**src/sv/assert_macros.svh**
```systemverilog
// ----------------------------------------------------------------------------
// assert_macros.svh
// concurrent assertion helpers, clocked on i_clk and disabled in reset
// ----------------------------------------------------------------------------
`ifndef ASSERT_MACROS_SVH
`define ASSERT_MACROS_SVH

// same-cycle implication
`define CIC_ASSERT(label, ante, cons, msg) \
    label: assert property (@(posedge i_clk) disable iff (!i_rst_n) (ante) |-> (cons)) \
        else $error(msg);

// next-cycle implication
`define CIC_ASSERT_NEXT(label, ante, cons, msg) \
    label: assert property (@(posedge i_clk) disable iff (!i_rst_n) (ante) |=> (cons)) \
        else $error(msg);

`endif

```
**src/sv/cic_pkg.sv**
```systemverilog
// ----------------------------------------------------------------------------
// cic_pkg
// shared widths, constants and types of the canopy interception block
// ----------------------------------------------------------------------------
package cic_pkg;

    localparam int DEPTH_W = 24;
    localparam int FRAC_W  = 17;
    localparam int CELL_W  = 12;
    localparam int LAND_W  = 8;
    localparam int INIT_W  = 11;
    localparam int NET_W   = 25;

    localparam int QUEUE_DEPTH = 8;
    localparam int QUEUE_AW    = 3;

    typedef logic [DEPTH_W-1:0] t_depth;
    typedef logic [FRAC_W-1:0]  t_frac;

    localparam t_frac Q16_ONE = 17'h10000;

    // room for the request being taken plus three in the front pipeline
    localparam logic [QUEUE_AW:0] QUEUE_LIMIT = 4'(QUEUE_DEPTH - 4);

    // one classified request handed from front to back
    typedef struct packed {
        logic [CELL_W-1:0] idx;
        t_depth            rain;
        t_depth            pet;
        t_depth            cap;
        t_depth            loss;
        logic              paddy;
    } t_item;

    typedef struct packed {
        logic              empty;
        logic [QUEUE_AW:0] count;
    } t_queue_status;

    typedef struct packed {
        logic clearing;
    } t_back_status;

    typedef enum logic {
        BK_CLEAR,
        BK_RUN
    } t_back_state;

endpackage

```
**src/sv/cic_front.sv**
```systemverilog
// ----------------------------------------------------------------------------
// cic_front
// three-stage front: cell index reduction, capacity scaling, paddy loss
// ----------------------------------------------------------------------------
module cic_front
    import cic_pkg::*;
#(
    parameter int CELLS = 4096
) (
    input  logic              i_clk,
    input  logic              i_rst_n,
    input  logic              i_accept,
    input  logic [CELL_W-1:0] i_cell_index,
    input  t_depth            i_rainfall,
    input  t_depth            i_potential_evap,
    input  t_depth            i_capacity_min,
    input  t_depth            i_capacity_max,
    input  logic [LAND_W-1:0] i_land_use,
    input  t_frac             i_seasonal_factor,
    input  t_frac             i_canal_fraction,
    input  t_frac             i_embankment_fraction,
    input  logic [LAND_W-1:0] i_paddy_code,
    output logic              o_valid,
    output t_item             o_item
);

    // reciprocal for the index reduction, quotient is exact or one low
    localparam logic [24:0] RECIP   = 25'((32'd1 << 24) / CELLS);
    localparam logic [20:0] CELLS_C = 21'(CELLS);

    function automatic t_frac frac_clamp(input t_frac f);
        return (f > Q16_ONE) ? Q16_ONE : f;
    endfunction

    logic [32:0]       r_ce;
    logic [36:0]       q_prod;
    logic              n_neg;
    t_depth            n_diff;

    logic              r1_valid;
    logic [CELL_W-1:0] r1_x;
    logic [CELL_W-1:0] r1_q;
    t_depth            r1_rain;
    t_depth            r1_pet;
    t_depth            r1_cmin;
    t_depth            r1_diff;
    logic              r1_neg;
    logic [LAND_W-1:0] r1_land;

    logic [32:0]       qc_prod;
    logic [40:0]       sc_prod;
    logic [56:0]       loss_prod;

    logic              r2_valid;
    logic [CELL_W-1:0] r2_x;
    logic [CELL_W-1:0] r2_qc;
    t_depth            r2_rain;
    t_depth            r2_pet;
    t_depth            r2_cmin;
    t_depth            r2_scaled;
    t_depth            r2_loss;
    logic              r2_neg;
    logic [LAND_W-1:0] r2_land;

    logic [CELL_W-1:0] rem;
    logic [CELL_W-1:0] n_idx;
    t_depth            n_cap;

    logic              r3_valid;
    t_item             r3_item;

    // canal times embankment share, at most 2^32
    always_ff @(posedge i_clk) begin
        r_ce <= 33'(34'(frac_clamp(i_canal_fraction)) * 34'(frac_clamp(i_embankment_fraction)));
    end

    // stage 1
    assign q_prod = 37'(i_cell_index) * 37'(RECIP);
    assign n_neg  = i_capacity_max < i_capacity_min;
    assign n_diff = n_neg ? (i_capacity_min - i_capacity_max)
                          : (i_capacity_max - i_capacity_min);

    always_ff @(posedge i_clk) begin
        if (!i_rst_n) begin
            r1_valid <= 1'b0;
            r2_valid <= 1'b0;
            r3_valid <= 1'b0;
        end else begin
            r1_valid <= i_accept;
            r2_valid <= r1_valid;
            r3_valid <= r2_valid;
        end
    end

    always_ff @(posedge i_clk) begin
        r1_x    <= i_cell_index;
        r1_q    <= q_prod[35:24];
        r1_rain <= i_rainfall;
        r1_pet  <= i_potential_evap;
        r1_cmin <= i_capacity_min;
        r1_diff <= n_diff;
        r1_neg  <= n_neg;
        r1_land <= i_land_use;
    end

    // stage 2
    assign qc_prod   = 33'(r1_q) * 33'(CELLS_C);
    assign sc_prod   = 41'(r1_diff) * 41'(frac_clamp(i_seasonal_factor));
    assign loss_prod = 57'(r1_rain) * 57'(r_ce);

    always_ff @(posedge i_clk) begin
        r2_x      <= r1_x;
        r2_qc     <= qc_prod[CELL_W-1:0];
        r2_rain   <= r1_rain;
        r2_pet    <= r1_pet;
        r2_cmin   <= r1_cmin;
        r2_scaled <= sc_prod[39:16];
        r2_loss   <= loss_prod[55:32];
        r2_neg    <= r1_neg;
        r2_land   <= r1_land;
    end

    // stage 3
    assign rem   = r2_x - r2_qc;
    assign n_idx = (32'(rem) >= 32'(CELLS)) ? CELL_W'(32'(rem) - 32'(CELLS)) : rem;
    assign n_cap = r2_neg ? (r2_cmin - r2_scaled) : (r2_cmin + r2_scaled);

    always_ff @(posedge i_clk) begin
        r3_item.idx   <= n_idx;
        r3_item.rain  <= r2_rain;
        r3_item.pet   <= r2_pet;
        r3_item.cap   <= n_cap;
        r3_item.loss  <= r2_loss;
        r3_item.paddy <= (r2_land == i_paddy_code);
    end

    assign o_valid = r3_valid;
    assign o_item  = r3_item;

endmodule

```
**config.mk**
```make
export PLATFORM = sky130hd
export DESIGN_NAME = cic_front
export DESIGN_NICKNAME = d
export VERILOG_FILES = /design/src/sv/assert_macros.svh /design/src/sv/cic_pkg.sv /design/src/sv/cic_front.sv
export SDC_FILE = /design/constraint.sdc
export NUM_CORES = 2
export LEC_CHECK = 0
export BUFFER_PORTS_ARGS = -buffer_cell sky130_fd_sc_hd__buf_4
export CAP_MARGIN = 20
export CELL_PAD_IN_SITES_DETAIL_PLACEMENT = 2
export CELL_PAD_IN_SITES_GLOBAL_PLACEMENT = 2
export CORE_UTILIZATION = 41
export DETAILED_ROUTE_END_ITERATION = 8
export GPL_TIMING_DRIVEN = 0
export HOLD_SLACK_MARGIN = 0.08
export PLACE_DENSITY = 0.79
export RECOVER_POWER = 25
export SYNTH_ARGS = -nofsm -noshare
export SYNTH_HDL_FRONTEND = slang
export SYNTH_SLANG_ARGS = --single-unit
```
**constraint.sdc**
```tcl
create_clock -name i_clk -period 7.7 [get_ports i_clk]
set_clock_uncertainty 0.05 [all_clocks]
set_input_delay 0.385 -clock i_clk [delete_from_list [all_inputs] [get_ports i_clk]]
set_output_delay 0.385 -clock i_clk [all_outputs]
set_load 0.01 [all_outputs]
```
==> impl_metrics.yaml <==
run_status:
  status: "finished clean"
synth:
  syn_inst: 6237
  async_reset_ff_share_pct: 0
  ys_seq_area_share_pct: 13.97
  syn-cell-area_sq_mm: 0.05776
  yosys.area.top_type_share_pct: 42.63
  synthesis.nets: 8103
  synth_common_cells: "1,444 x inv_1, 1,230 x fa_1, 1,057 x nand2_1"
  ys_types: 87
  synth_top_cell_by_area: "fa_1"
  yosysMostFrequentCell: "inv_1"
  synth_ff_type: "dfxtp_1"
  synth.area.top_cells: "fa_1 43%, dfxtp_1 14%, ha_1 9.9%"
  yosysWarnings: 0
  syn_area_per_cell_sq_um: 9.262
  synth.ff_latch_count: 403
  synth_edf_count: 0
place:
  dp_slack_ps: -2465
  place_area_sq_mm: 0.06228
  dp.cells: 8401
  gp_congestion: 0.9444
  dp_hpwl_mm: 184.0
  io_buffers: 287
sta:
  tightest_slew_ps: 978.1
  finalCriticalPeriod_ps: 7685
  finalCritPeriodShare_pct: 99.80
  setup_viol: 0
  slew_headroom_pct: 34.33
  timing.final.hold_violations: 0
  worst_slack_ps: 15.49
  fmax_ghz: 0.1301
  drv_slew: 0
finish:
  area_growth_pct: 15.14
  seq_area_sq_mm: 0.008218
  drive_gt1_share_pct: 11.03
  fillers: 14886
  nNetsFinal: 8557
  layout.cells.non_filler: 8616
  multi_input_area_sq_mm: 0.04365
  design_area_sq_mm: 0.06651
route:
  drcViolationCount: 0
  avgRoutedWirePerCell_um: 27.48
  vias_per_cell: 5.318
  wl_mm: 236.7
  vias: 45816
  firstDrtPassIters: 6
  drt_iter0_markers: 2594
  antenna_left: 0
die:
  num_rows: 137
  die_area_sq_mm: 0.1424
  die_y_um: 377.4
  ios: 288
  start_util_pct: 41.35
  core_sq_mm: 0.1397
  die_w_um: 377.4
critical_path:
  start_kind: "register"
  startpoint: "r1_rain[16]"
  endpoint_kind: "register"
  path_max_fanout: 10
  cp.required_ps: 8130
  path_class: "register to register"
  r2r-start: "r1_rain[16]"
  cp_data_arrival_time_ps: 8120
clock_network:
  h-tree-depth: 2
  insertion_delay_ps: 670
  clockRootBuffer: "clkbuf_16"
  cts_tree: "done"
  cts_num_sinks: 403
  clockBufferDepth: 3
  clk_pin_slew_ps: 70
  numCtsBuffers: 49
global_route:
  grt_pass1_wl_mm: 349.7
  grt_pass1_vias: 54469
  grtUsageTotal_pct: 33.44
  grt_max_degree: 16
  antenna_found_initial: 23
  grt-ovfl-total: 0
worst_hold_path:
  hold_class: "input pin to register"
  min-delay-start: "i_capacity_max[0]"
flow_run:
  maxCapViolations: 0
==> final timing paths <==
path,end,slack (ps),depth (start not counted)
worst max-delay path,r2_loss[16],20,23
worst min-delay path,r1_diff[0],140,3
worst min register to register,o_item[86],240,0
worst max register to register,r2_loss[16],20,23
==> flip-flops by register name, summed over array words and instances, names as in the netlist, 12 cells and up <==
register,flops
o_item,109
r_ce,33
r1_cmin,24
r1_diff,24
r1_pet,24
r1_rain,24
r2_cmin,24
r2_loss,24
r2_pet,24
r2_rain,24
r2_scaled,24
r1_x,12
r2_x,12
==> timing repair <==
item / 4_1_cts / 5_1_grt
resized for setup: 399 / 207
pin swaps: 13 / 11
hold buffers: 99 / 0
hold endpoints to repair: 97 / 0
setup buffers: 10 / 13
setup endpoints to repair: 48 / 28
==> placed cells by master, fill, tap and decap left out, drive strengths merged, types with 16 or more instances in the layout <==
master / netlist / layout
inv: 1445 / 1451
buf: 17 / 371
mux2i: 16 / 16
and2: 455 / 455
a21oi: 119 / 119
nand4: 17 / 17
dfxtp: 403 / 403
o21bai: 22 / 22
and3: 22 / 22
o21a: 21 / 21
fa: 1230 / 1230
nand3: 29 / 29
nand2: 1059 / 1059
dlygate4sd3: 0 / 99
nor2b: 43 / 43
nor2: 164 / 164
nand2b: 16 / 16
a21o: 63 / 63
ha: 458 / 458
clkbuf: 250 / 265
xor2: 31 / 31
nor4: 18 / 18
o21ai: 55 / 55
nor3: 36 / 36
xnor2: 128 / 128
==> metrics by stage <==
| stage | utilization (%) | hold slack [ps] | TNS, ps |
|---|---|---|---|
| floorplan | - | 259.6 | 0 |
| global placement | 44.57 | 259.8 | -66320 |
| detailed placement | 44.58 | 263.6 | -73850 |
| CTS | 47.27 | 91.26 | 0 |
| global route | 47.60 | 127.7 | -286.6 |
| finish | 47.61 | 137.7 | 0 |
==> layer usage <==
layer	part of all wire (%)	wire length (um)	up-vias	global-route usage [%]
li1	-	-	19169	-
met1	39	91200	24421	40.75
met2	50	118000	1675	58.02
met3	6.5	15400	551	5.013
met4	5.1	12170	0	15.58
met5	0	0	-	0
==> logic make-up after synthesis <==
logic type                 synth area share (%)
AOI/OAI and AO/OA                         4.473
and+or+nand+nor                           14.97
DFF                                       13.97
xor gates and xnor gates                  2.411
buffers and inverters                     11.22
muxes                                    0.4094
adders and majority gates                 52.55
==> final cells by class <==
type	instances	share of cell area, %
repair buffers	410	5.068
flip-flops and latches	403	12.36
inverters	1445	8.162
well taps	1876	3.529
clock inverters	25	0.4891
clock buffers	65	2.084
plain buffers	260	2.641
diodes	10	0.03762
multi-input cells	4122	65.63
==> worst max-delay path, cell delays in order (launching register included) <==
cell and delay [ps]:
dfxtp_4 490, clkbuf_4 360, nand2_1 120, fa_1 480, fa_1 540, fa_1 650
fa_1 480, fa_1 540, fa_1 480, fa_1 610, inv_1 70, ha_1 340
nand3_2 200, nor3_4 190, nand3_2 160, a21oi_1 210, a21oi_2 80, buf_6 170
o211ai_1 200, buf_4 180, nor2_2 60, o21ai_2 180, a21oi_1 130, xnor2_2 460
Power is not shown: default switching activity piles up to over one toggle a cycle in this logic, so the estimate is an artifact.
