**src/sv/assert_macros.svh**
```systemverilog
// ----------------------------------------------------------------------------
// assert_macros.svh
// concurrent assertion helpers, clocked on i_clk and disabled in reset
// ----------------------------------------------------------------------------
`ifndef ASSERT_MACROS_SVH
`define ASSERT_MACROS_SVH

// same-cycle implication
`define CIC_ASSERT(label, ante, cons, msg) \
    label: assert property (@(posedge i_clk) disable iff (!i_rst_n) (ante) |-> (cons)) \
        else $error(msg);

// next-cycle implication
`define CIC_ASSERT_NEXT(label, ante, cons, msg) \
    label: assert property (@(posedge i_clk) disable iff (!i_rst_n) (ante) |=> (cons)) \
        else $error(msg);

`endif

```
**src/sv/cic_pkg.sv**
```systemverilog
// ----------------------------------------------------------------------------
// cic_pkg
// shared widths, constants and types of the canopy interception block
// ----------------------------------------------------------------------------
package cic_pkg;

    localparam int DEPTH_W = 24;
    localparam int FRAC_W  = 17;
    localparam int CELL_W  = 12;
    localparam int LAND_W  = 8;
    localparam int INIT_W  = 11;
    localparam int NET_W   = 25;

    localparam int QUEUE_DEPTH = 8;
    localparam int QUEUE_AW    = 3;

    typedef logic [DEPTH_W-1:0] t_depth;
    typedef logic [FRAC_W-1:0]  t_frac;

    localparam t_frac Q16_ONE = 17'h10000;

    // room for the request being taken plus three in the front pipeline
    localparam logic [QUEUE_AW:0] QUEUE_LIMIT = 4'(QUEUE_DEPTH - 4);

    // one classified request handed from front to back
    typedef struct packed {
        logic [CELL_W-1:0] idx;
        t_depth            rain;
        t_depth            pet;
        t_depth            cap;
        t_depth            loss;
        logic              paddy;
    } t_item;

    typedef struct packed {
        logic              empty;
        logic [QUEUE_AW:0] count;
    } t_queue_status;

    typedef struct packed {
        logic clearing;
    } t_back_status;

    typedef enum logic {
        BK_CLEAR,
        BK_RUN
    } t_back_state;

endpackage

```
**src/sv/cic_queue.sv**
```systemverilog
// ----------------------------------------------------------------------------
// cic_queue
// short request queue between front and back
// ----------------------------------------------------------------------------
module cic_queue
    import cic_pkg::*;
(
    input  logic          i_clk,
    input  logic          i_rst_n,
    input  logic          i_push,
    input  t_item         i_item,
    input  logic          i_pop,
    output t_item         o_item,
    output t_queue_status o_status
);

    t_item               r_slot [QUEUE_DEPTH];
    logic [QUEUE_AW-1:0] r_wr_ptr;
    logic [QUEUE_AW-1:0] r_rd_ptr;
    logic [QUEUE_AW:0]   r_count;
    logic [QUEUE_AW:0]   n_count;

    always_comb begin
        n_count = r_count;
        priority if (i_push && !i_pop) begin
            n_count = r_count + 1'b1;
        end else if (i_pop && !i_push) begin
            n_count = r_count - 1'b1;
        end
    end

    always_ff @(posedge i_clk) begin
        if (!i_rst_n) begin
            r_wr_ptr <= '0;
            r_rd_ptr <= '0;
            r_count  <= '0;
        end else begin
            if (i_push) begin
                r_wr_ptr <= r_wr_ptr + 1'b1;
            end
            if (i_pop) begin
                r_rd_ptr <= r_rd_ptr + 1'b1;
            end
            r_count <= n_count;
        end
    end

    always_ff @(posedge i_clk) begin
        if (i_push) begin
            r_slot[r_wr_ptr] <= i_item;
        end
    end

    assign o_item         = r_slot[r_rd_ptr];
    assign o_status.empty = (r_count == '0);
    assign o_status.count = r_count;

endmodule

```
**config.mk**
```make
export PLATFORM = sky130hd
export DESIGN_NAME = cic_queue
export DESIGN_NICKNAME = d
export VERILOG_FILES = /design/src/sv/assert_macros.svh /design/src/sv/cic_pkg.sv /design/src/sv/cic_queue.sv
export SDC_FILE = /design/constraint.sdc
export NUM_CORES = 1
export LEC_CHECK = 0
export BUFFER_PORTS_ARGS = -buffer_cell sky130_fd_sc_hd__buf_2
export CAP_MARGIN = 40
export CORE_MARGIN = 4
export CORE_UTILIZATION = 50
export DETAILED_ROUTE_END_ITERATION = 6
export GPL_TIMING_DRIVEN = 0
export HOLD_SLACK_MARGIN = 0.02
export PLACE_DENSITY = 0.75
export SYNTH_ARGS = -nofsm -noshare
export SYNTH_HDL_FRONTEND = slang
export SYNTH_SLANG_ARGS = --single-unit
```
**constraint.sdc**
```tcl
create_clock -name i_clk -period 10.95 [get_ports i_clk]
set_input_delay 2.19 -clock i_clk [delete_from_list [all_inputs] [get_ports i_clk]]
set_output_delay 2.19 -clock i_clk [all_outputs]
set_load 0.03 [all_outputs]
```
==> results of run 1 <==
-- tightest hold or removal path: cells and delay by family, from the launching register on --
family,cells,cell delay (ps)
flip-flops,1,330
multiplexers,1,60
AND/OR/NAND/NOR,1,60
-- metal layers --
layer | routed length [µm] | global-route usage
met5 | 92 | 0
met4 | 1590 | 0.0567
met3 | 4770 | 0.0494
met2 | 35000 | 0.331
met1 | 26400 | 0.254
-- synthesized netlist by cell type, drive strengths merged, types with 2 or more instances --
master	instances
nor2b	3
mux2	109
mux2i	4
nand2b	4
xnor2	4
and2	7
ha	5
dfxtp	13
edfxtp	872
nor3	2
buf	37
nand2	6
inv	2
clkbuf	25
xor2	2
mux4	218
nor2	7
-- registers in the layout, summed over array words and instances, names as in the netlist, named ones only --
name and count:
r_count 4, r_rd_ptr 3, r_slot 872, r_wr_ptr 3
-- report_power, final --
group          leakage (nW)  switching, mW  internal (mW)
Clock                  1.35           1.22           1.61
Sequential             8.03         0.0226           3.81
Combinational          3.32          0.450          0.313
-- logic make-up after synthesis --
| logic type | count (synthesis) | synth area share |
|---|---|---|
| multiplexers | 331 | 0.186 |
| AO/OA/AOI/OAI | 4 | 0.000715 |
| adder cells (fa/ha/maj) | 6 | 0.00248 |
| AND/OR/NAND/NOR | 31 | 0.00474 |
| XOR/XNOR | 6 | 0.00158 |
| flip-flops | 885 | 0.795 |
| buffers and inverters | 64 | 0.00937 |
-- area by class of cell --
class                   count  area, µm²
diodes                      4       10.0
plain buffers              62        304
clock inverters            51        373
clock buffers             110       2370
fillers                  4588      26600
multi-input cells         378       6550
flip-flops and latches    885      26400
well taps                 864       1080
inverters                   2       7.51
repair buffers            290       2140
-- through the flow --
step | std cells | setup WS [ps] | hold slack (ps) | area [µm²]
4_1_cts | 2640 | 5260 | 491 | 39200
5_1_grt | 2643 | 5220 | 549 | 39300
3_3_place_gp | 2417 | -7360 | 473 | 35500
6_report | 2646 | 5390 | 494 | 39300
2_1_floorplan | 1327 | 589 | 512 | 33300
3_5_place_dp | 2479 | 5960 | 483 | 36500
-- worst max path at each step --
stage                   start             to  slack (ps)  cells after the start
finish              flip-flop     o_item[41]        5390                      6
CTS                 flip-flop     o_item[41]        5260                      6
global placement       i_push  r_slot[0][82]       -7360                      3
floorplan              i_push   r_slot[0][0]         590                      2
global route        flip-flop     o_item[41]        5220                      6
detailed placement  flip-flop     o_item[41]        5960                      6
==> results.cfg, run 1 <==
[timing]
rsz_0062_raised_after_global_routing = no
timing_max_transition_violations_final = 0
fmaxAchievable_mhz = 180
max_slew.worst_pin.slew_ps = 785
finClkSkew_ps = 13.3
post-route-min-period_ps = 5560
totalNegativeSetupSlack_ps = 0
worst_slew_margin_rel = 0.474
hold_violations = 0
report.final.setup_viol = 0
fin_crit_sh = 0.508

[detailed_routing]
postRouteWirelength_um = 67800
routedWlPerCell_um = 25.6
vias = 15000
drtAntennaViolNets = 0
first_pass_iters = 5
drt-initial-drc-count = 1250
remaining_drc_errors = 0
viasPerCell = 5.67

[synth]
synth.yosys.seq_area_share = 0.795
synth_area_per_cell_um2 = 25.1
synth_edf_count = 872
ys_async_sr_fraction = 0
mappedNetlistNets = 1446
ys.warnings.count = 0
synth.area.top_cells = sky130_fd_sc_hd__edfxtp_1, sky130_fd_sc_hd__mux4_2, sky130_fd_sc_hd__mux2_2
yosys.area.top_type = sky130_fd_sc_hd__edfxtp_1
count_of_mapped_cells_out_of_synthesis = 1327
synth.lib_cells_used.distinct = 25
yosys_most_used_dff = sky130_fd_sc_hd__edfxtp_1
synthDominantCellAreaShare = 0.788
synthesis.area_mm2 = 0.0333
synth_seq_cells = 885

[critical_path]
worstReg2RegEnd = r_slot[4][79]
worstSetupPathType = reg -> out
worstPathMaxFanout = 10
setup.worst_path.start_class = flip-flop
path_cells = buf_2 > buf_2 > clkbuf_1 > mux4_2 > mux2_2 > buf_2
cpMostUsedCell = sky130_fd_sc_hd__buf_2
critical_path_buf_inv_count = 4
rr_worst_depth = 8
cp-end-kind = output port
timing.critical_path.max_delay_family = buffers and inverters
reg2reg_setup_slack_ps = 8270
worst_path_max_delay_cell = sky130_fd_sc_hd__clkbuf_1
worst_path_largest_cell_delay_ps = 590
critical_path.reg2reg.startpoint = r_wr_ptr[2]
critical_path_arrival_ps = 3370
required_time_of_the_critical_path_ps = 8760

[placed_design]
io_buffers = 226
dp.final_hpwl_um = 42900
place.gp.congestion = 0.706

[run_status]
run_status = finished clean

[power]
power_density_mw_per_mm2 = 189
power.ir.vdd_worst_uv = 146
total_leakage_power_nw = 12.7
finalPower_mw = 7.42

[clocking]
tritoncts = built
clock_sink_count = 885
number_of_cells_upsized_or_downsized_after_cts = 0
ctsLongestPathBuffers = 3
cts-buffers-inserted = 89
h_tree_levels = 3
cts.reportedPaths.clkPinSlew_ps = 60
clock-root-buffer = sky130_fd_sc_hd__clkbuf_16
holdBufCountCts = 0
post-cts-setup-buffer-count = 0
clkLatencyLatePin_ps = 630

[floorplan]
die_w_um = 266
initial_core_util = 0.505
core.rowCount = 94
num_io_pins = 227
floorplan.die_area_mm2 = 0.0707
core-area_mm2 = 0.0659
die_height_um = 266

[global_routing]
grt_first_pass_wirelength_um = 103000
grt_pass1_vias = 16300
globalRouteTotalUtil = 0.195
globalRoute.totalOverflow = 0
grt_antenna_before_repair = 11
grt_max_degree = 25

[final_layout]
final_common_cell = sky130_fd_sc_hd__edfxtp_1
layout-area-overhead-vs-synth_pct = 18.1
layout.cells.most_common_list = sky130_fd_sc_hd__edfxtp_1, sky130_fd_sc_hd__buf_2, sky130_fd_sc_hd__mux4_2
layout-drive-gt1-share = 0.444
postLayoutCoreUtil = 0.596
nets = 1827

[min_path]
hold_class = reg -> reg
hold-path-cell-count = 2
min_from = r_count[3]
timing.hold.worst_endpoint = r_count[3]

[job]
timing.max_cap.violations = 0
Power figures use the tool's default switching activity.
==> inputs of run 2 (changes only) <==
--- a/config.mk
+++ b/config.mk
@@ -12,7 +12,7 @@
 export DETAILED_ROUTE_END_ITERATION = 6
 export GPL_TIMING_DRIVEN = 0
 export HOLD_SLACK_MARGIN = 0.02
-export PLACE_DENSITY = 0.75
+export PLACE_DENSITY = 0.72
 export SYNTH_ARGS = -nofsm -noshare
 export SYNTH_HDL_FRONTEND = slang
 export SYNTH_SLANG_ARGS = --single-unit
==> constraint.sdc (replaced) <==
create_clock -name i_clk -period 5.2 [get_ports i_clk]
set_input_delay 1.04 -clock i_clk [delete_from_list [all_inputs] [get_ports i_clk]]
set_output_delay 1.04 -clock i_clk [all_outputs]
set_load 0.03 [all_outputs]
==> run 2 against run 1 <==
Compared with the run above: first-iteration DRC count down 4.2%; critical endpoint is now o_item[38]; non-clock buffer count shrank 14; clock-buffer cell count is 12 lower; critical path depth stayed put.
==> results.cfg, run 2 (synthesis results as in run 1) <==
[power]
share_comb_of_total_power = 0.100
internal_power_mw = 12.6
power.share.sequential = 0.501
total_leakage_power_nw = 12.8
power_density_mw_per_mm2 = 408
power.share.switching = 0.222
power_switching_mw = 3.58
power.share.clock = 0.399
power.ir.vdd_worst_uv = 365

[critical_path]
worst_path_largest_cell_delay_ps = 640
setup.worst_path.start_class = flip-flop
rr_worst_depth = 7
worstReg2RegEnd = r_slot[4][26]
critical_path_arrival_ps = 3360
required_time_of_the_critical_path_ps = 4160
worst_path_max_delay_cell = sky130_fd_sc_hd__clkbuf_1
cp-end-kind = output port
path_cells = buf_2 > buf_2 > clkbuf_1 > mux4_2 > mux2_2 > buf_2
worstSetupPathType = reg -> out
worstPathMaxFanout = 10
critical_path.reg2reg.startpoint = r_wr_ptr[2]
cpMostUsedCell = sky130_fd_sc_hd__buf_2
reg2reg_setup_slack_ps = 2750

[placed_design]
pre_cts_worst_setup_slack_ps = 1360
dp.final_hpwl_um = 43100
place.gp.congestion = 0.747
io_buffers = 226
post_dp_cell_area_mm2 = 0.0365

[min_path]
min_from = r_count[3]
hold-path-cell-count = 2
timing.hold.worst_endpoint = r_count[3]
hold_class = reg -> reg

[detailed_routing]
first_pass_iters = 5
drtAntennaViolNets = 0
vias = 15000
remaining_drc_errors = 0
routedWlPerCell_um = 26.2
drt-initial-drc-count = 1198
viasPerCell = 5.68
postRouteWirelength_um = 69100

[floorplan]
core-area_mm2 = 0.0659
die_height_um = 266
initial_core_util = 0.505
floorplan.die_area_mm2 = 0.0707
core.rowCount = 94
die_w_um = 266
num_io_pins = 227

[global_routing]
grt_pass1_vias = 16200
grt_max_degree = 24
globalRoute.totalOverflow = 0
globalRouteTotalUtil = 0.197
grt_first_pass_wirelength_um = 104000
grt_antenna_before_repair = 15

[clocking]
clock_sink_count = 885
cts.reportedPaths.clkPinSlew_ps = 60
h_tree_levels = 3
holdBufCountCts = 0
ctsLongestPathBuffers = 3
number_of_cells_upsized_or_downsized_after_cts = 0
clkLatencyLatePin_ps = 620
cts-buffers-inserted = 88
post-cts-setup-buffer-count = 0
clock-root-buffer = sky130_fd_sc_hd__clkbuf_16
tritoncts = built

[timing]
max_slew.worst_pin.slew_ps = 842
finClkSkew_ps = 14.5
hold_violations = 0
worst_slew_margin_rel = 0.438
fmaxAchievable_mhz = 227
timing_max_transition_violations_final = 0
fin_crit_sh = 0.847
report.final.setup_viol = 0
finalWorstSetupSlack_ps = 795
rsz_0062_raised_after_global_routing = no
post-route-min-period_ps = 4400
fin_hold_ws_ps = 496

[run_status]
run_status = finished clean

[job]
timing.max_cap.violations = 0

[final_layout]
layout.cells.most_common_list = sky130_fd_sc_hd__edfxtp_1, sky130_fd_sc_hd__buf_2, sky130_fd_sc_hd__mux4_2
registers.top_by_ff_count = r_slot
final_design_area_no_fill_mm2 = 0.0395
largest_register_ff_count = 872
final_common_cell = sky130_fd_sc_hd__edfxtp_1
layout-drive-gt1-share = 0.442
nets = 1812
largest_registers = r_slot: 872 flops, r_count: 4 flops
layout-area-overhead-vs-synth_pct = 18.9
run 2: cell types whose count changed in the layout (fill, tap and decap cells not counted), moves of 3 or more:
| cell | change |
|---|---|
| sky130_fd_sc_hd__buf_16 | +4 |
| sky130_fd_sc_hd__buf_4 | -15 |
| sky130_fd_sc_hd__buf_6 | -14 |
| sky130_fd_sc_hd__buf_8 | +10 |
| sky130_fd_sc_hd__bufinv_16 | +11 |
| sky130_fd_sc_hd__clkbuf_1 | -11 |
| sky130_fd_sc_hd__clkinv_1 | +8 |
| sky130_fd_sc_hd__clkinv_2 | -3 |
| sky130_fd_sc_hd__diode_2 | +4 |
| sky130_fd_sc_hd__inv_6 | +3 |
run 2: worst max-delay path by stage:
stage	end	slack (ps)	cells after the start
floorplan	r_slot[1][0]	-1080	2
finish	o_item[38]	800	6
CTS	o_item[38]	680	6
global route	o_item[38]	650	6
detailed placement	o_item[38]	1360	6
global placement	r_slot[7][80]	-6140	3
run 2: power groups by stage:
stage	clock, mW	combinational, mW	sequential [mW]
floorplan	0	1.05	8.25
global placement	0	1.55	8.27
detailed placement	0	1.65	8.23
CTS	6.56	1.65	8.08
global route	6.89	1.73	8.08
finish	6.44	1.62	8.08
run 2: per-stage QoR:
stage,util,std cells,power [mW],TNS (ps)
finish,0.600,2637,16.1,0
global route,0.600,2631,16.7,0
CTS,0.600,2629,16.3,0
detailed placement,0.555,2467,9.87,0
global placement,0.539,2417,9.82,-5089130
floorplan,-,1327,9.30,-849220
run 2: cell type report:
type                       count  area [µm²]
inverter                       2        7.51
sequential                   885       26400
timing repair buffer         276        2150
buffer                        62         304
tap                          864        1080
multi-input combinational    378        6560
clock inverter                64         668
fill                        4606       26300
clock buffer                  98        2290
antenna                        8        20.0
run 2: worst max-delay path: cells and delay by family, from the launching register on:
family,cells,cell delay (ps)
muxes,2,710
DFF,1,330
buffers and inverters,4,1680
run 2: metal layers:
| layer | wire [µm] | share of wire | vias up | global-route usage |
|---|---|---|---|---|
| li1 | - | - | 6464 | - |
| met5 | 77 | 0.0011 | - | 0 |
| met3 | 4750 | 0.069 | 93 | 0.0476 |
| met1 | 26700 | 0.39 | 7955 | 0.252 |
| met4 | 1190 | 0.017 | 12 | 0.0496 |
| met2 | 36300 | 0.53 | 444 | 0.344 |
==> inputs of run 3 (changes only) <==
--- a/config.mk
+++ b/config.mk
@@ -12,7 +12,7 @@
 export DETAILED_ROUTE_END_ITERATION = 6
 export GPL_TIMING_DRIVEN = 0
 export HOLD_SLACK_MARGIN = 0.02
-export PLACE_DENSITY = 0.72
+export PLACE_DENSITY = 0.75
 export SYNTH_ARGS = -nofsm -noshare
 export SYNTH_HDL_FRONTEND = slang
 export SYNTH_SLANG_ARGS = --single-unit
==> constraint.sdc (replaced) <==
create_clock -name i_clk -period 3.95 [get_ports i_clk]
set_input_delay 0.79 -clock i_clk [delete_from_list [all_inputs] [get_ports i_clk]]
set_output_delay 0.79 -clock i_clk [all_outputs]
set_load 0.03 [all_outputs]
==> run 3 against run 2 <==
Compared with the run above: first-iteration DRC count shrank 1.9%; register-to-register slack got worse by 1300 ps; utilization is 0.31 points lower; flip-flop and latch count did not move; worst hold slack lost 69 ps; via count grew 0.74%; sequential power up 31%; critical path depth is the same; sequential share of layout area is 0.35 points higher; wire length increased by 0.50%; clock power is 25% higher; largest power group unchanged.
==> results.cfg, run 3 (synthesis results as in run 1) <==
[final_layout]
final_common_cell = sky130_fd_sc_hd__edfxtp_1
layout.cells.most_common_list = sky130_fd_sc_hd__edfxtp_1, sky130_fd_sc_hd__buf_2, sky130_fd_sc_hd__mux4_2
layout-drive-gt1-share = 0.442
layout-area-overhead-vs-synth_pct = 18.3
final_design_area_no_fill_mm2 = 0.0393
registers.top_by_ff_count = r_slot
largest_register_ff_count = 872
nets = 1812
postLayoutCoreUtil = 0.597
largest_registers = r_slot: 872 flops, r_count: 4 flops

[critical_path]
setup.worst_path.start_class = flip-flop
worstPathMaxFanout = 10
path_cells = buf_4 > buf_4 > buf_2 > mux4_2 > mux2_2 > buf_2
required_time_of_the_critical_path_ps = 3160
worstSetupPathType = reg -> out
critical_path_arrival_ps = 2950
worst_path_largest_cell_delay_ps = 390
rr_worst_depth = 7
cp-end-kind = output port
worst_path_max_delay_cell = sky130_fd_sc_hd__dfxtp_1

[placed_design]
post_dp_cell_area_mm2 = 0.0365
place.gp.congestion = 0.713
io_buffers = 226
dp.final_hpwl_um = 43400

[power]
total_leakage_power_nw = 12.7
power_density_mw_per_mm2 = 529
power.ir.vdd_worst_uv = 419

[detailed_routing]
drt-initial-drc-count = 1175
first_pass_iters = 7
vias = 15100
remaining_drc_errors = 0
postRouteWirelength_um = 69400
drtAntennaViolNets = 0
routedWlPerCell_um = 26.3
viasPerCell = 5.72

[global_routing]
globalRouteMet2Util = 0.336
grt_antenna_before_repair = 17
use_met3 = 0.0466
grt_max_degree = 24
busiest_layer = met2
globalRouteTotalUtil = 0.197
grt_pass1_vias = 16100
grt_first_pass_wirelength_um = 103000
globalRoute.totalOverflow = 0
grt_util_met1 = 0.259

[timing]
rsz_0062_raised_after_global_routing = no
totalNegativeSetupSlack_ps = 0
finClkSkew_ps = 16.1
timing_max_transition_violations_final = 0
hold_violations = 0
fin_crit_sh = 0.947
fmaxAchievable_mhz = 267
post-route-min-period_ps = 3740
worst_slew_margin_rel = 0.482
report.final.setup_viol = 0
max_slew.worst_pin.slew_ps = 777

[floorplan]
num_io_pins = 227
core-area_mm2 = 0.0659
floorplan.die_area_mm2 = 0.0707
die_w_um = 266
core.rowCount = 94
initial_core_util = 0.505
die_height_um = 266

[clocking]
clkLatencyLatePin_ps = 620
ctsLongestPathBuffers = 3
clock_sink_count = 885
clock-root-buffer = sky130_fd_sc_hd__clkbuf_16
post-cts-setup-buffer-count = 0
h_tree_levels = 3
cts-buffers-inserted = 89
cts.reportedPaths.clkPinSlew_ps = 60
tritoncts = built

[min_path]
hold_class = in -> reg
hold-path-cell-count = 1

[job]
timing.max_cap.violations = 0

[run_status]
run_status = finished clean
[run 3: cell types whose count changed in the layout (fill, tap and decap cells not counted), sizes merged]
cell	change
bufinv	-8
clkbuf	+8
diode	+4
clkinv	-3
buf	-1
clkinvlp	+1
inv	-1
[run 3: final timing paths]
kind	from	end	slack [ps]
min	i_item[40]	r_slot[4][40]	430
min reg2reg	r_count[3]	r_count[3]	480
max	flip-flop	o_item[48]	210
max reg2reg	r_wr_ptr[2]	r_slot[4][81]	1470
[run 3: what timing repair did]
item                       CTS  global route
setup endpoints to repair  100             0
hold buffers                 0             0
resized for setup            6             0
[run 3: worst max-delay path, delay by kind of cell, from the launching register on]
kind                   cells  cell delay, ps
buffers and inverters      4            1240
DFF                        1             390
muxes                      2             680
[run 3: final cells by class]
class | instances | area (µm²)
Multi-Input combinational cell | 378 | 6570
Sequential cell | 885 | 26400
Tap cell | 864 | 1080
Inverter | 2 | 7.51
Timing Repair Buffer | 275 | 2070
Buffer | 62 | 314
Antenna cell | 12 | 30.0
Clock inverter | 53 | 410
Clock buffer | 106 | 2400
Fill cell | 4570 | 26500
[run 3: routing by layer]
metal	vias to the layer above	routed length, µm
met5	-	81
met4	12	1400
met3	104	4520
met2	464	35900
met1	8043	27500
li1	6456	-
[run 3: where the power goes]
part / internal, mW / switching (mW) / leakage, nW / total, mW
Combinational: 0.871 / 1.26 / 3.27 / 2.13
Clock: 4.70 / 3.35 / 1.38 / 8.05
Sequential: 10.6 / 0.0650 / 8.03 / 10.6
Total: 16.1 / 4.67 / 12.7 / 20.8
[run 3: per-stage QoR]
step | total power [mW] | hold slack (ps) | cells | setup slack (ps)
floorplan | 12.2 | 512 | 1327 | -249
global placement | 12.9 | 469 | 2417 | -3430
detailed placement | 13.0 | 480 | 2466 | 187
CTS | 21.0 | 384 | 2625 | 115
global route | 21.5 | 411 | 2628 | 74.8
finish | 20.8 | 427 | 2637 | 210
